--- src/rtl/core/wsd_pkg.sv ---
// Shared types and constants for the WebSocket frame deframer.
`default_nettype none

package wsd_pkg;

    // Parser phases
    typedef enum logic [2:0] {
        PH_HDR0 = 3'd0,
        PH_HDR1 = 3'd1,
        PH_EXT  = 3'd2,
        PH_KEY  = 3'd3,
        PH_PAY  = 3'd4
    } t_phase;

    // Result kinds
    typedef enum logic [1:0] {
        KIND_DATA     = 2'd0,
        KIND_DONE     = 2'd1,
        KIND_CLOSE    = 2'd2,
        KIND_TOO_LONG = 2'd3
    } t_kind;

    localparam logic [3:0]  OPCODE_CLOSE = 4'h8;
    localparam logic [6:0]  LEN7_EXT16   = 7'd126;
    localparam logic [6:0]  LEN7_EXT64   = 7'd127;
    localparam logic [3:0]  EXT16_BYTES  = 4'd2;
    localparam logic [3:0]  EXT64_BYTES  = 4'd8;
    localparam logic [3:0]  KEY_BYTES    = 4'd4;
    localparam logic [31:0] LIMIT_RESET  = 32'd4194304;

    // One result transaction
    typedef struct packed {
        t_kind      kind;
        logic [7:0] data;
        logic [3:0] frame_opcode;
        logic       last;
    } t_result;

endpackage

`default_nettype wire

--- src/rtl/core/wsd_parser.sv ---
// Frame parser: header, extended length, mask key and payload unmasking.
`default_nettype none

module wsd_parser
    import wsd_pkg::*;
(
    input  wire logic        i_clk,
    input  wire logic        i_rst_n,
    input  wire logic        i_accept,
    input  wire logic [7:0]  i_rx_byte,
    input  wire logic        i_cfg_we,
    input  wire logic [31:0] i_cfg_data,
    output logic             o_res_valid,
    output t_result          o_res
);

    t_phase      r_phase, n_phase;
    logic [3:0]  r_opcode, n_opcode;
    logic        r_masked, n_masked;
    logic [63:0] r_len, n_len;
    logic [3:0]  r_left, n_left;
    logic [31:0] r_key, n_key;
    logic [31:0] r_remain, n_remain;
    logic [1:0]  r_kidx, n_kidx;
    logic        r_halted, n_halted;
    logic [31:0] r_max;

    logic        lc;
    logic [7:0]  key_byte;

    // Hold the length limit register
    always_ff @(posedge i_clk) begin
        if (!i_rst_n) begin
            r_max <= LIMIT_RESET;
        end else if (i_cfg_we) begin
            r_max <= i_cfg_data;
        end
    end

    // Hold parser state
    always_ff @(posedge i_clk) begin
        if (!i_rst_n) begin
            r_phase  <= PH_HDR0;
            r_opcode <= '0;
            r_masked <= 1'b0;
            r_len    <= '0;
            r_left   <= '0;
            r_key    <= '0;
            r_remain <= '0;
            r_kidx   <= '0;
            r_halted <= 1'b0;
        end else begin
            r_phase  <= n_phase;
            r_opcode <= n_opcode;
            r_masked <= n_masked;
            r_len    <= n_len;
            r_left   <= n_left;
            r_key    <= n_key;
            r_remain <= n_remain;
            r_kidx   <= n_kidx;
            r_halted <= n_halted;
        end
    end

    // Select the key byte for the current payload position
    always_comb begin
        case (r_kidx)
            2'd0:    key_byte = r_key[31:24];
            2'd1:    key_byte = r_key[23:16];
            2'd2:    key_byte = r_key[15:8];
            default: key_byte = r_key[7:0];
        endcase
    end

    // Advance the parser by one byte
    always_comb begin
        n_phase  = r_phase;
        n_opcode = r_opcode;
        n_masked = r_masked;
        n_len    = r_len;
        n_left   = r_left;
        n_key    = r_key;
        n_remain = r_remain;
        n_kidx   = r_kidx;
        n_halted = r_halted;
        lc       = 1'b0;

        o_res_valid        = 1'b0;
        o_res.kind         = KIND_DATA;
        o_res.data         = '0;
        o_res.frame_opcode = r_opcode;
        o_res.last         = 1'b1;

        if (i_accept && !r_halted) begin
            unique case (r_phase)
                PH_HDR1: begin
                    n_masked = i_rx_byte[7];
                    n_len    = '0;
                    if (i_rx_byte[6:0] == LEN7_EXT16) begin
                        n_left  = EXT16_BYTES;
                        n_phase = PH_EXT;
                    end else if (i_rx_byte[6:0] == LEN7_EXT64) begin
                        n_left  = EXT64_BYTES;
                        n_phase = PH_EXT;
                    end else begin
                        n_len = {57'd0, i_rx_byte[6:0]};
                        lc    = 1'b1;
                    end
                end
                PH_EXT: begin
                    n_len  = {r_len[55:0], i_rx_byte};
                    n_left = r_left - 4'd1;
                    lc     = (n_left == 4'd0);
                end
                PH_KEY: begin
                    n_key  = {r_key[23:0], i_rx_byte};
                    n_left = r_left - 4'd1;
                    if (n_left == 4'd0) begin
                        n_kidx = '0;
                        if (r_remain == 32'd0) begin
                            n_phase     = PH_HDR0;
                            o_res_valid = 1'b1;
                            o_res.kind  = KIND_DONE;
                        end else begin
                            n_phase = PH_PAY;
                        end
                    end
                end
                PH_PAY: begin
                    o_res_valid = 1'b1;
                    o_res.kind  = KIND_DATA;
                    o_res.data  = r_masked ? (i_rx_byte ^ key_byte) : i_rx_byte;
                    o_res.last  = (r_remain == 32'd1);
                    n_kidx      = r_kidx + 2'd1;
                    n_remain    = r_remain - 32'd1;
                    if (r_remain == 32'd1) begin
                        n_phase = PH_HDR0;
                    end
                end
                default: begin
                    // First header byte, and any unused phase code
                    n_opcode = i_rx_byte[3:0];
                    n_phase  = PH_HDR1;
                end
            endcase

            // Length complete: close check first, then the limit
            if (lc) begin
                if (r_opcode == OPCODE_CLOSE) begin
                    n_halted    = 1'b1;
                    o_res_valid = 1'b1;
                    o_res.kind  = KIND_CLOSE;
                end else if (n_len > {32'd0, r_max}) begin
                    n_halted    = 1'b1;
                    o_res_valid = 1'b1;
                    o_res.kind  = KIND_TOO_LONG;
                end else begin
                    n_remain = n_len[31:0];
                    n_kidx   = '0;
                    if (n_masked) begin
                        n_key   = '0;
                        n_left  = KEY_BYTES;
                        n_phase = PH_KEY;
                    end else if (n_len[31:0] == 32'd0) begin
                        n_phase     = PH_HDR0;
                        o_res_valid = 1'b1;
                        o_res.kind  = KIND_DONE;
                    end else begin
                        n_phase = PH_PAY;
                    end
                end
            end
        end
    end

endmodule

`default_nettype wire

--- src/rtl/core/wsd_out_stage.sv ---
// Result register with a skid entry between parser and downstream.
`default_nettype none

module wsd_out_stage
    import wsd_pkg::*;
(
    input  wire logic     i_clk,
    input  wire logic     i_rst_n,
    input  wire logic     i_push,
    input  wire t_result  i_res,
    input  wire logic     i_stall,
    output logic          o_valid,
    output t_result       o_res,
    output logic          o_full
);

    logic    r_out_valid, r_skid_valid;
    t_result r_out, r_skid;
    logic    pop;

    assign pop     = r_out_valid && !i_stall;
    assign o_valid = r_out_valid;
    assign o_res   = r_out;
    assign o_full  = r_skid_valid;

    // Track which entries hold a transaction
    always_ff @(posedge i_clk) begin
        if (!i_rst_n) begin
            r_out_valid  <= 1'b0;
            r_skid_valid <= 1'b0;
        end else if (r_skid_valid) begin
            if (pop) begin
                r_skid_valid <= 1'b0;
            end
        end else if (i_push) begin
            if (r_out_valid && !pop) begin
                r_skid_valid <= 1'b1;
            end else begin
                r_out_valid <= 1'b1;
            end
        end else if (pop) begin
            r_out_valid <= 1'b0;
        end
    end

    // Move payloads into the output or skid entry
    always_ff @(posedge i_clk) begin
        if (r_skid_valid) begin
            if (pop) begin
                r_out <= r_skid;
            end
        end else if (i_push) begin
            if (r_out_valid && !pop) begin
                r_skid <= i_res;
            end else begin
                r_out <= i_res;
            end
        end
    end

endmodule

`default_nettype wire

--- src/rtl/core/websocket_frame_deframer.sv ---
// Top level of the WebSocket frame deframer.
//
//  channel | direction | handshake              | payload
//  --------+-----------+------------------------+-------------------------------------
//  rx      | in        | i_rx_valid / o_rx_stall | i_rx_byte
//  res     | out       | o_res_valid / i_res_stall | o_kind o_data o_frame_opcode o_last
//  cfg     | in        | i_cfg_valid / o_cfg_ready | i_cfg_data (max payload length)
//
// One byte is accepted per cycle while not stalled; any result is registered
// in the result or skid entry. A two-entry output (register plus skid) stalls
// rx only while both entries are full. Synchronous active-low reset clears the
// parser to the first header byte and the limit to 4 MiB. After a close or an
// over-limit error, bytes are still taken but produce nothing until reset.
`default_nettype none

module websocket_frame_deframer
    import wsd_pkg::*;
(
    input  wire logic        i_clk,
    input  wire logic        i_rst_n,
    input  wire logic        i_rx_valid,
    output logic             o_rx_stall,
    input  wire logic [7:0]  i_rx_byte,
    output logic             o_res_valid,
    input  wire logic        i_res_stall,
    output logic [1:0]       o_kind,
    output logic [7:0]       o_data,
    output logic [3:0]       o_frame_opcode,
    output logic             o_last,
    input  wire logic        i_cfg_valid,
    output logic             o_cfg_ready,
    input  wire logic [31:0] i_cfg_data
);

    logic    rx_accept;
    logic    par_valid;
    t_result par_res;
    t_result out_res;
    logic    full;

    assign o_cfg_ready = 1'b1;
    assign o_rx_stall  = full;
    assign rx_accept   = i_rx_valid && !full;

    wsd_parser u_parser (
        .i_clk       (i_clk),
        .i_rst_n     (i_rst_n),
        .i_accept    (rx_accept),
        .i_rx_byte   (i_rx_byte),
        .i_cfg_we    (i_cfg_valid),
        .i_cfg_data  (i_cfg_data),
        .o_res_valid (par_valid),
        .o_res       (par_res)
    );

    wsd_out_stage u_out (
        .i_clk   (i_clk),
        .i_rst_n (i_rst_n),
        .i_push  (par_valid),
        .i_res   (par_res),
        .i_stall (i_res_stall),
        .o_valid (o_res_valid),
        .o_res   (out_res),
        .o_full  (full)
    );

    // Unpack the result transaction
    assign o_kind         = out_res.kind;
    assign o_data         = out_res.data;
    assign o_frame_opcode = out_res.frame_opcode;
    assign o_last         = out_res.last;

endmodule

`default_nettype wire

--- config.mk ---
export PLATFORM = sky130hd
export DESIGN_NAME = websocket_frame_deframer
export DESIGN_NICKNAME = d
export VERILOG_FILES = /design/src/rtl/core/wsd_pkg.sv /design/src/rtl/core/wsd_parser.sv /design/src/rtl/core/wsd_out_stage.sv /design/src/rtl/core/websocket_frame_deframer.sv
export SDC_FILE = /design/constraint.sdc
export NUM_CORES = 1
export LEC_CHECK = 0
export BUFFER_PORTS_ARGS = -buffer_cell sky130_fd_sc_hd__buf_2
export CORE_MARGIN = 1
export CORE_UTILIZATION = 45
export CTS_BUF_LIST = sky130_fd_sc_hd__clkbuf_8 sky130_fd_sc_hd__clkbuf_16
export DETAILED_ROUTE_END_ITERATION = 8
export PLACE_DENSITY = 0.66
export SLEW_MARGIN = 10
export SYNTH_ARGS = -nofsm -noshare
export SYNTH_HDL_FRONTEND = slang
export SYNTH_SLANG_ARGS = --single-unit
--- constraint.sdc ---
create_clock -name i_clk -period 5.65 [get_ports i_clk]
set_input_delay 1.13 -clock i_clk [delete_from_list [all_inputs] [get_ports i_clk]]
set_output_delay 1.13 -clock i_clk [all_outputs]
set_load 0.05 [all_outputs]
# Word level (Yosys, flattened, before mapping)
# Cells that the tools add are included.
# word_totals
register_bits	207
in_bits	45
output_inout_bits	18
word_cells	140
# op_classes
n_addsub	3
n_lt_le_gt_ge	1
eq_ne	13
mux	78
n_bitwise	3
reduce_logical	22
# op_table
op	count
2-to-1 mux 32 bit	9
2-to-1 mux 64 bit	2
one-hot mux 64 bit (2 select lines)	1
greater-than comparator 64 x 32 -> 1 bit	1
zero test 32 bit	2
2-to-1 mux 15 bit	4
equality test 32 x 1 -> 1 bit (second input constant)	1
subtractor 32 x 1 -> 32 bit (second input constant)	1
2-to-1 mux 3 bit	10
2-to-1 mux 1 bit	25
2-to-1 mux 4 bit	6
one-hot mux 8 bit (3 select lines)	1
2-to-1 mux 2 bit	11
2-to-1 mux 8 bit	2
equality test 7 bit (second input constant)	2
one-hot mux 3 bit (4 select lines)	1
AND reduction 3 bit	4
2-to-1 mux 10 bit	1
one-hot mux 4 bit (2 select lines)	1
XOR 8 bit	1
2-to-1 mux 7 bit	1
equality test 3 x 2 -> 1 bit (second input constant)	2
nonzero test 2 bit	3
equality test 4 bit (second input constant)	1
18 further kinds	27

# Depth between registers and ports, before layout
# Gate-level depths: netlist of the first run.
# depth
word_depth	15
depth_mapped	19
mapped_depth_nobuf	14

# By module
# From an unflattened synthesis of the first run, not the netlist that was laid out.
# hier_totals
cells_unflattened	1304
area_unflattened_um2	11063.1
# by_module_without_submodules
module	n_inst	cells_each	area_each_um2	seq_area_each_um2
wsd_parser	1	1241	9815.7	3503.4
wsd_out_stage	1	60	1222.4	940.9
websocket_frame_deframer	1	3	25.0	0.0

# Worst setup path after synthesis of the first run
# No wires, ideal clock.
# synth_path
kind	input to register
startpoint	in i_rx_byte[6]
endpoint	reg u_out.r_skid[0] in the netlist's numbering, enable pin
setup_time_ps	409
t_arrival_ps	4607
required_ps	5241
slack_ps	633
stages	15
n_path_buf	1
path_cell_list	nand4_1 o21ai_0 a21oi_1 a22oi_1 inv_1 ha_1 nand4_1 or3_1 a21oi_1 nor4b_1 o31a_1 nand2_2 buf_2 a21oi_1 nor3b_1
# synth_via
elab_chain_cells	13
elab_cells_between_ends	19
cone_classes	order compare: 1; eq/ne: 2; mux: 14; reduce/logical: 2
# synth_lines
element	line	text
from (decl)	websocket_frame_deframer.sv:23	input wire logic [7:0] i_rx_byte,
parallel branches: the longest is 10 deep, another holds greater-than comparator 64 x 32 -> 1 bit	-	
2-to-1 mux 1 bit (*)	wsd_parser.sv:148	if (lc) begin
2-to-1 mux 1 bit (*)	wsd_parser.sv:94	if (i_accept && !r_halted) begin
AND reduction 3 bit (no line) (*)	-	
to (signal assigned)	wsd_out_stage.sv:54	r_skid <= i_res;
to (decl)	wsd_out_stage.sv:18	t_result r_out, r_skid;
# Mark *: on every way between the ends. The select of a mux whose other input is x is not followed.
# A chain may end at the register's enable or synchronous reset.

# Worst setup path after layout of the first run
# layout_path
startpoint	reg u_parser.r_phase[1]
endpoint	reg u_out.r_out (netlist bit u_out.o_res[12]), enable pin
# layout_via
elab_chain_cells	12
elab_cells_between_ends	21
cone_classes	order compare: 1; eq/ne: 4; mux: 13; reduce/logical: 3
# layout_lines
element	line	text
from (decl)	wsd_parser.sv:17	t_phase r_phase, n_phase;
from (signal assigned)	wsd_parser.sv:53	r_phase <= n_phase;
parallel branches: the longest is 8 deep, another holds greater-than comparator 64 x 32 -> 1 bit	-	
2-to-1 mux 1 bit (*)	wsd_parser.sv:148	
2-to-1 mux 1 bit (*)	wsd_parser.sv:94	
nonzero test 2 bit (no line) (*)	-	
AND reduction 3 bit (no line) (*)	-	
to (signal assigned)	wsd_out_stage.sv:50	r_out <= r_skid;
to (signal assigned)	wsd_out_stage.sv:56	r_out <= i_res;
to (decl)	wsd_out_stage.sv:18	
# Marks and branches as above.

==> impl_metrics.env, run 1 <==
export IMPL_io_pins=63
export IMPL_p_per_area_mw_per_mm2=333
export IMPL_grt_antenna_before_repair=0
export IMPL_syn_cell_area_mm2=0.0113
export IMPL_hold_path_class="register to register"
export IMPL_cts_tree="yes"
export IMPL_path_max_fanout=28
export IMPL_yosysSeqAreaShare_pct=39.3
export IMPL_routed_via_density=6.10
export IMPL_total_leakage_power_uw=0.00489
export IMPL_track_usage_pct=24.1
export IMPL_cts_root_buf="clkbuf_16"
export IMPL_syn_inst=1347
export IMPL_drive_above_1_share_pct=11.0
export IMPL_hold_path_end="u_parser.r_max[27]$_SDFFE_PN0P_"
export IMPL_grt_max_degree=131
export IMPL_vias=10326
export IMPL_synth_seq_cells=207
export IMPL_crit_path_start_kind="register"
export IMPL_ir_drop_mv=0.239
export IMPL_port_buffers=61
export IMPL_syn2layout_area_growth_pct=11.7
export IMPL_min_delay_start="u_parser.r_max[27]$_SDFFE_PN0P_"
export IMPL_post_route_min_period_ns=4.94
export IMPL_reg2reg_slack_ns=0.71
export IMPL_dp_slack_ns=0.671
export IMPL_cts_resized=0
export IMPL_avgSynthCellArea_um2=8.39
export IMPL_timing_fmax_mhz=202
export IMPL_die_w_um=161
export IMPL_hpwlAfterDp_um=21000
export IMPL_drc=0
export IMPL_setup_viol=0
export IMPL_grt_overflow=0
export IMPL_cts_path_max_buffers=3
export IMPL_wirelength_um=31000
export IMPL_finalClockSkew_ns=0.0156
export IMPL_final_cell_mix="dfxtp_1 (176), nor2_1 (136), nand2_1 (99), a21oi_1 (78), inv_1 (75)"
export IMPL_required_ns=5.92
export IMPL_synth_area_top_cells="dfxtp_1 (31%), edfxtp_1 (8.0%), nor2_1 (4.5%)"
export IMPL_fin_util_pct=51.6
export IMPL_start_util_pct=46.2
export IMPL_clk_pin_slew_worst_paths_ns=0.06
export IMPL_cap_violations=0
export IMPL_final_common_cell="dfxtp_1"
export IMPL_reg2regPathDepth=14
export IMPL_numCtsBuffers=24
export IMPL_tightest_slew_ns=0.932
export IMPL_path_class="register to register"
export IMPL_syn_num_nets=1432
export IMPL_r2r_start="u_parser.r_phase[1]$_SDFFE_PN0P_"
export IMPL_ys_types=74
export IMPL_yosysTopAreaCellShare_pct=31.3
export IMPL_async_flop_share_pct=0
export IMPL_outcome="finished clean"
export IMPL_diodes=0
export IMPL_crit_path_start="u_parser.r_phase[1]$_SDFFE_PN0P_"
export IMPL_hold_buffers=0
export IMPL_timing_rr_end="u_out.o_res[12]$_DFFE_PP_"
export IMPL_rsz0062_at_grt="no"
export IMPL_cts_setup_buffers=0
export IMPL_synthFlopType="dfxtp_1"
export IMPL_cts_max_level=1
export IMPL_dr_pass1_iters=6
export IMPL_core_area_mm2=0.0245
export IMPL_timing_final_crit_share_pct=87.5
export IMPL_wl_per_cell_um=18.3
export IMPL_yosys_warnings=0
export IMPL_grt_pass1_wl_um=51100
export IMPL_drt_iter0_markers=984
export IMPL_clock_latency_ns=0.53
export IMPL_setup_ws_ns=0.708
export IMPL_slew_headroom_pct=37.9
export IMPL_slew_violations=0
export IMPL_drtAntennaViolNets=0
export IMPL_cp_end_kind="register"
export IMPL_clkSinkCount=207
export IMPL_fin_tns_setup_ns=0
export IMPL_gp_congestion=0.882
export IMPL_min_path_cells=2
export IMPL_grt_pass1_vias=9715
export IMPL_num_rows=57
export IMPL_dieArea_mm2=0.0258
export IMPL_arrival_ns=5.21
export IMPL_nets=1436
export IMPL_yosys_area_top_type="dfxtp_1"
export IMPL_die_h_um=161
export IMPL_hold_violations=0
export IMPL_synth_edf_count=30
[cell usage after synthesis, types with 13 or more instances]
cell type and instances:
o221ai_1 33, buf_2 13, nor3_1 44, a22o_1 21, clkbuf_1 86, nand3_1 55
nor3b_1 13, mux2i_1 36, a21oi_1 78, a31oi_1 19, a22oi_1 36, nand2_1 99
a211oi_1 44, nor2b_1 13, dfxtp_1 177, ha_1 40, nand2b_1 13, nor2_1 136
nand4_1 48, edfxtp_1 30, inv_1 68, a21o_1 21, o31a_1 15, o21ai_0 34
[logic make-up after synthesis]
family	after synthesis	share of synthesized area, %
other cells	1	0.0332
compound gates	374	23.6
mux	42	3.78
flops	207	39.3
xor+xnor	11	0.852
simple gates	493	21.9
buf+inv	179	6.12
fa+ha+maj	40	4.43
[flip-flops by register name (all words and copies together), names as in the netlist, 2 cells and up]
signal / flops
u_out.r_skid: 15
u_parser.r_opcode: 4
u_parser.r_max: 32
u_parser.r_phase: 3
u_out.o_res: 15
u_parser.r_len: 64
u_parser.r_remain: 32
u_parser.r_key: 32
u_parser.r_left: 4
u_parser.r_kidx: 2
[per-layer routing]
layer | vias to the layer above | GRT usage (%) | share of wire, %
met5 | - | 0 | 0
li1 | 5027 | - | -
met4 | 0 | 7.88 | 2.9
met3 | 63 | 3.43 | 6.8
met2 | 389 | 37.3 | 44
met1 | 4847 | 34.4 | 47
[power breakdown]
part           internal, uW  switching (uW)  leakage (uW)
Clock                   945             631      0.000420
Sequential             1590             101       0.00171
Combinational           327             606       0.00276
[how the worst max path moves through the flow]
stage                                         end  slack (ns)  cells past startpoint
6_report                u_out.o_res[12]$_DFFE_PP_        0.71                     14
5_1_grt        u_parser.r_remain[25]$_SDFFE_PN0P_        0.49                     15
4_1_cts                 u_out.o_res[12]$_DFFE_PP_        0.84                     14
3_5_place_dp            u_out.o_res[10]$_DFFE_PP_        0.67                     15
3_3_place_gp             u_out.o_res[9]$_DFFE_PP_        0.80                     16
2_1_floorplan           u_out.r_skid[0]$_DFFE_PP_        0.63                     15
[worst max-delay path: stages, from the launching register on]
cell     delay (ns)
dfxtp_1        0.37
buf_4          0.31
nor2b_2        0.68
a22oi_1        0.14
o21ai_0        0.44
ha_1           0.25
nand4_1        0.25
or3_1          0.45
nor3_1         0.25
a21o_1         0.12
o31a_1         0.29
nand2_2        0.33
a21oi_1        0.46
o21ai_1        0.13
buf_4          0.21
[metrics by stage]
step	std cells	total power, uW	cell area, um^2	hold WS (ns)
finish	1692	4200	12600	0.491
global route	1692	4390	12600	0.515
CTS	1692	4210	12600	0.489
detailed placement	1649	2640	11800	0.479
global placement	1649	2620	11800	0.475
floorplan	1347	2370	11300	0.439
[layout make-up]
class | instances | area, um^2
clock buffer | 30 | 683
clock inverter | 13 | 128
fill | 2317 | 11800
inverter | 69 | 260
multi-input combinational | 961 | 6180
sequential | 207 | 4450
tap | 324 | 405
timing repair buffer | 88 | 520
Power figures use the tool's default switching activity.
==> inputs of run 2 (changes only) <==
- PLACE_DENSITY: 0.66 -> 0.59
- TNS_END_PERCENT: unset -> 1
==> run 2 against run 1 <==
Global-route usage increased by 0.58 points. Critical path depth down 1. Via count is 0.36% lower. Hold slack worse by 0.0030 ns. Design area up 0.50%. Combinational power barely moved. Critical endpoint is now u_out.o_res[2]$_DFFE_PP_.
==> impl_metrics.env, run 2 (synthesis results as in run 1) <==
export IMPL_fin_tns_setup_ns=0
export IMPL_rsz0062_at_grt="no"
export IMPL_switching_share_pct=31.2
export IMPL_cts_resized=0
export IMPL_port_buffers=61
export IMPL_die_h_um=161
export IMPL_path_class="register to register"
export IMPL_clkSinkCount=207
export IMPL_timing_fmax_mhz=208
export IMPL_post_route_min_period_ns=4.80
export IMPL_setup_viol=0
export IMPL_cap_violations=0
export IMPL_crit_path_start_kind="register"
export IMPL_arrival_ns=5.05
export IMPL_seq_area_mm2=0.00445
export IMPL_total_leakage_power_uw=0.00492
export IMPL_final_common_cell="dfxtp_1"
export IMPL_cts_path_max_buffers=3
export IMPL_busiest_layer="met2"
export IMPL_path_max_fanout=28
export IMPL_grtUsageMet1_pct=35.0
export IMPL_grtUsageMet3_pct=3.23
export IMPL_sequentialPowerShare_pct=39.1
export IMPL_grt_antenna_before_repair=0
export IMPL_cts_root_buf="clkbuf_16"
export IMPL_drc=0
export IMPL_hold_path_class="register to register"
export IMPL_required_ns=5.91
export IMPL_grt_overflow=0
export IMPL_slew_violations=0
export IMPL_fin_area_mm2=0.0127
export IMPL_grt_pass1_wl_um=51900
export IMPL_comb_power_share_pct=21.5
export IMPL_outcome="finished clean"
export IMPL_timing_final_crit_share_pct=84.9
export IMPL_syn2layout_area_growth_pct=12.2
export IMPL_cts_setup_buffers=0
export IMPL_largest_reg_flops=64
export IMPL_hpwlAfterDp_um=21500
export IMPL_clkPwrFrac_pct=39.4
export IMPL_hold_buffers=0
export IMPL_io_pins=63
export IMPL_start_util_pct=46.2
export IMPL_regMostFlops="u_parser.r_len"
export IMPL_p_total_uw=4330
export IMPL_hold_violations=0
export IMPL_vias=10289
export IMPL_wl_per_cell_um=19.0
export IMPL_dieArea_mm2=0.0258
export IMPL_final_cell_mix="dfxtp_1 (176), nor2_1 (136), nand2_1 (99), a21oi_1 (78), inv_1 (71)"
export IMPL_track_usage_pct=24.7
export IMPL_fillers=2322
export IMPL_p_int_uw=2980
export IMPL_grt_max_degree=103
export IMPL_core_area_mm2=0.0245
export IMPL_p_switching_uw=1350
export IMPL_drtAntennaViolNets=0
export IMPL_slew_headroom_pct=29.9
export IMPL_cts_max_level=1
export IMPL_dpl_cell_area_mm2=0.0118
export IMPL_multiInputGateArea_mm2=0.00618
export IMPL_clock_latency_ns=0.53
export IMPL_nets=1438
export IMPL_drt_iter0_markers=835
export IMPL_cp_end_kind="register"
export IMPL_met2_usage_pct=39.1
export IMPL_p_per_area_mw_per_mm2=341
export IMPL_tightest_slew_ns=1.05
export IMPL_drive_above_1_share_pct=11.3
export IMPL_die_w_um=161
export IMPL_cts_tree="yes"
export IMPL_routed_via_density=6.07
export IMPL_gp_congestion=0.854
export IMPL_wirelength_um=32200
export IMPL_grt_pass1_vias=9437
export IMPL_finalClockSkew_ns=0.0208
export IMPL_dr_pass1_iters=7
export IMPL_diodes=0
export IMPL_num_rows=57
export IMPL_clk_pin_slew_worst_paths_ns=0.06
export IMPL_numCtsBuffers=25
export IMPL_ir_drop_mv=0.235
==> run 2: worst max-delay path, cell delays in order, from the launching register on <==
cell,delay [ns]
dfxtp_2,0.66
inv_1,0.48
a22oi_1,0.60
inv_1,0.09
ha_1,0.34
nand4_1,0.12
or4_1,0.56
nor3_1,0.24
a21o_1,0.12
o31a_1,0.15
nand2_2,0.30
a21oi_1,0.51
o21ai_1,0.13
buf_4,0.21
==> run 2: power by group through the flow <==
stage               Sequential (uW)  Clock (uW)  Combinational (uW)
floorplan                      1710           0                 658
global placement               1720           0                 912
detailed placement             1720           0                 920
CTS                            1690        1730                 923
global route                   1700        1800                1030
finish                         1690        1700                 931
==> run 2: metal layers <==
| metal | wire length, um | share of wire (%) |
|---|---|---|
| met3 | 1890 | 5.9 |
| met4 | 772 | 2.4 |
| met1 | 15100 | 47 |
| met2 | 14400 | 45 |
| met5 | 0 | 0 |
==> run 2: layout make-up <==
cell class                 count  area share (%)
sequential                   207            35.0
inverter                      69            2.05
tap                          324            3.19
multi-input combinational    961            48.7
clock inverter                17            1.68
clock buffer                  27            5.15
timing repair buffer          89            4.16
==> run 2: path summary, 6_finish.rpt <==
path	start	endpoint	slack [ns]	cells past startpoint
max reg2reg	u_parser.r_phase[0]$_SDFFE_PN0P_	u_out.o_res[2]$_DFFE_PP_	0.85	13
max	u_parser.r_phase[0]$_SDFFE_PN0P_	u_out.o_res[2]$_DFFE_PP_	0.85	13
min reg2reg	u_parser.r_len[6]$_SDFFE_PN0P_	u_parser.r_len[6]$_SDFFE_PN0P_	0.49	2
min	u_parser.r_len[6]$_SDFFE_PN0P_	u_parser.r_len[6]$_SDFFE_PN0P_	0.49	2
==> run 2: metrics by stage <==
| stage | worst slack, ns | hold WS [ns] | instances | utilization, % |
|---|---|---|---|---|
| detailed placement | 0.773 | 0.473 | 1650 | 48.3 |
| global route | 0.595 | 0.495 | 1694 | 51.9 |
| floorplan | 0.633 | 0.439 | 1347 | - |
| CTS | 0.901 | 0.482 | 1694 | 51.9 |
| finish | 0.853 | 0.488 | 1694 | 51.9 |
| global placement | 0.810 | 0.469 | 1650 | 48.3 |
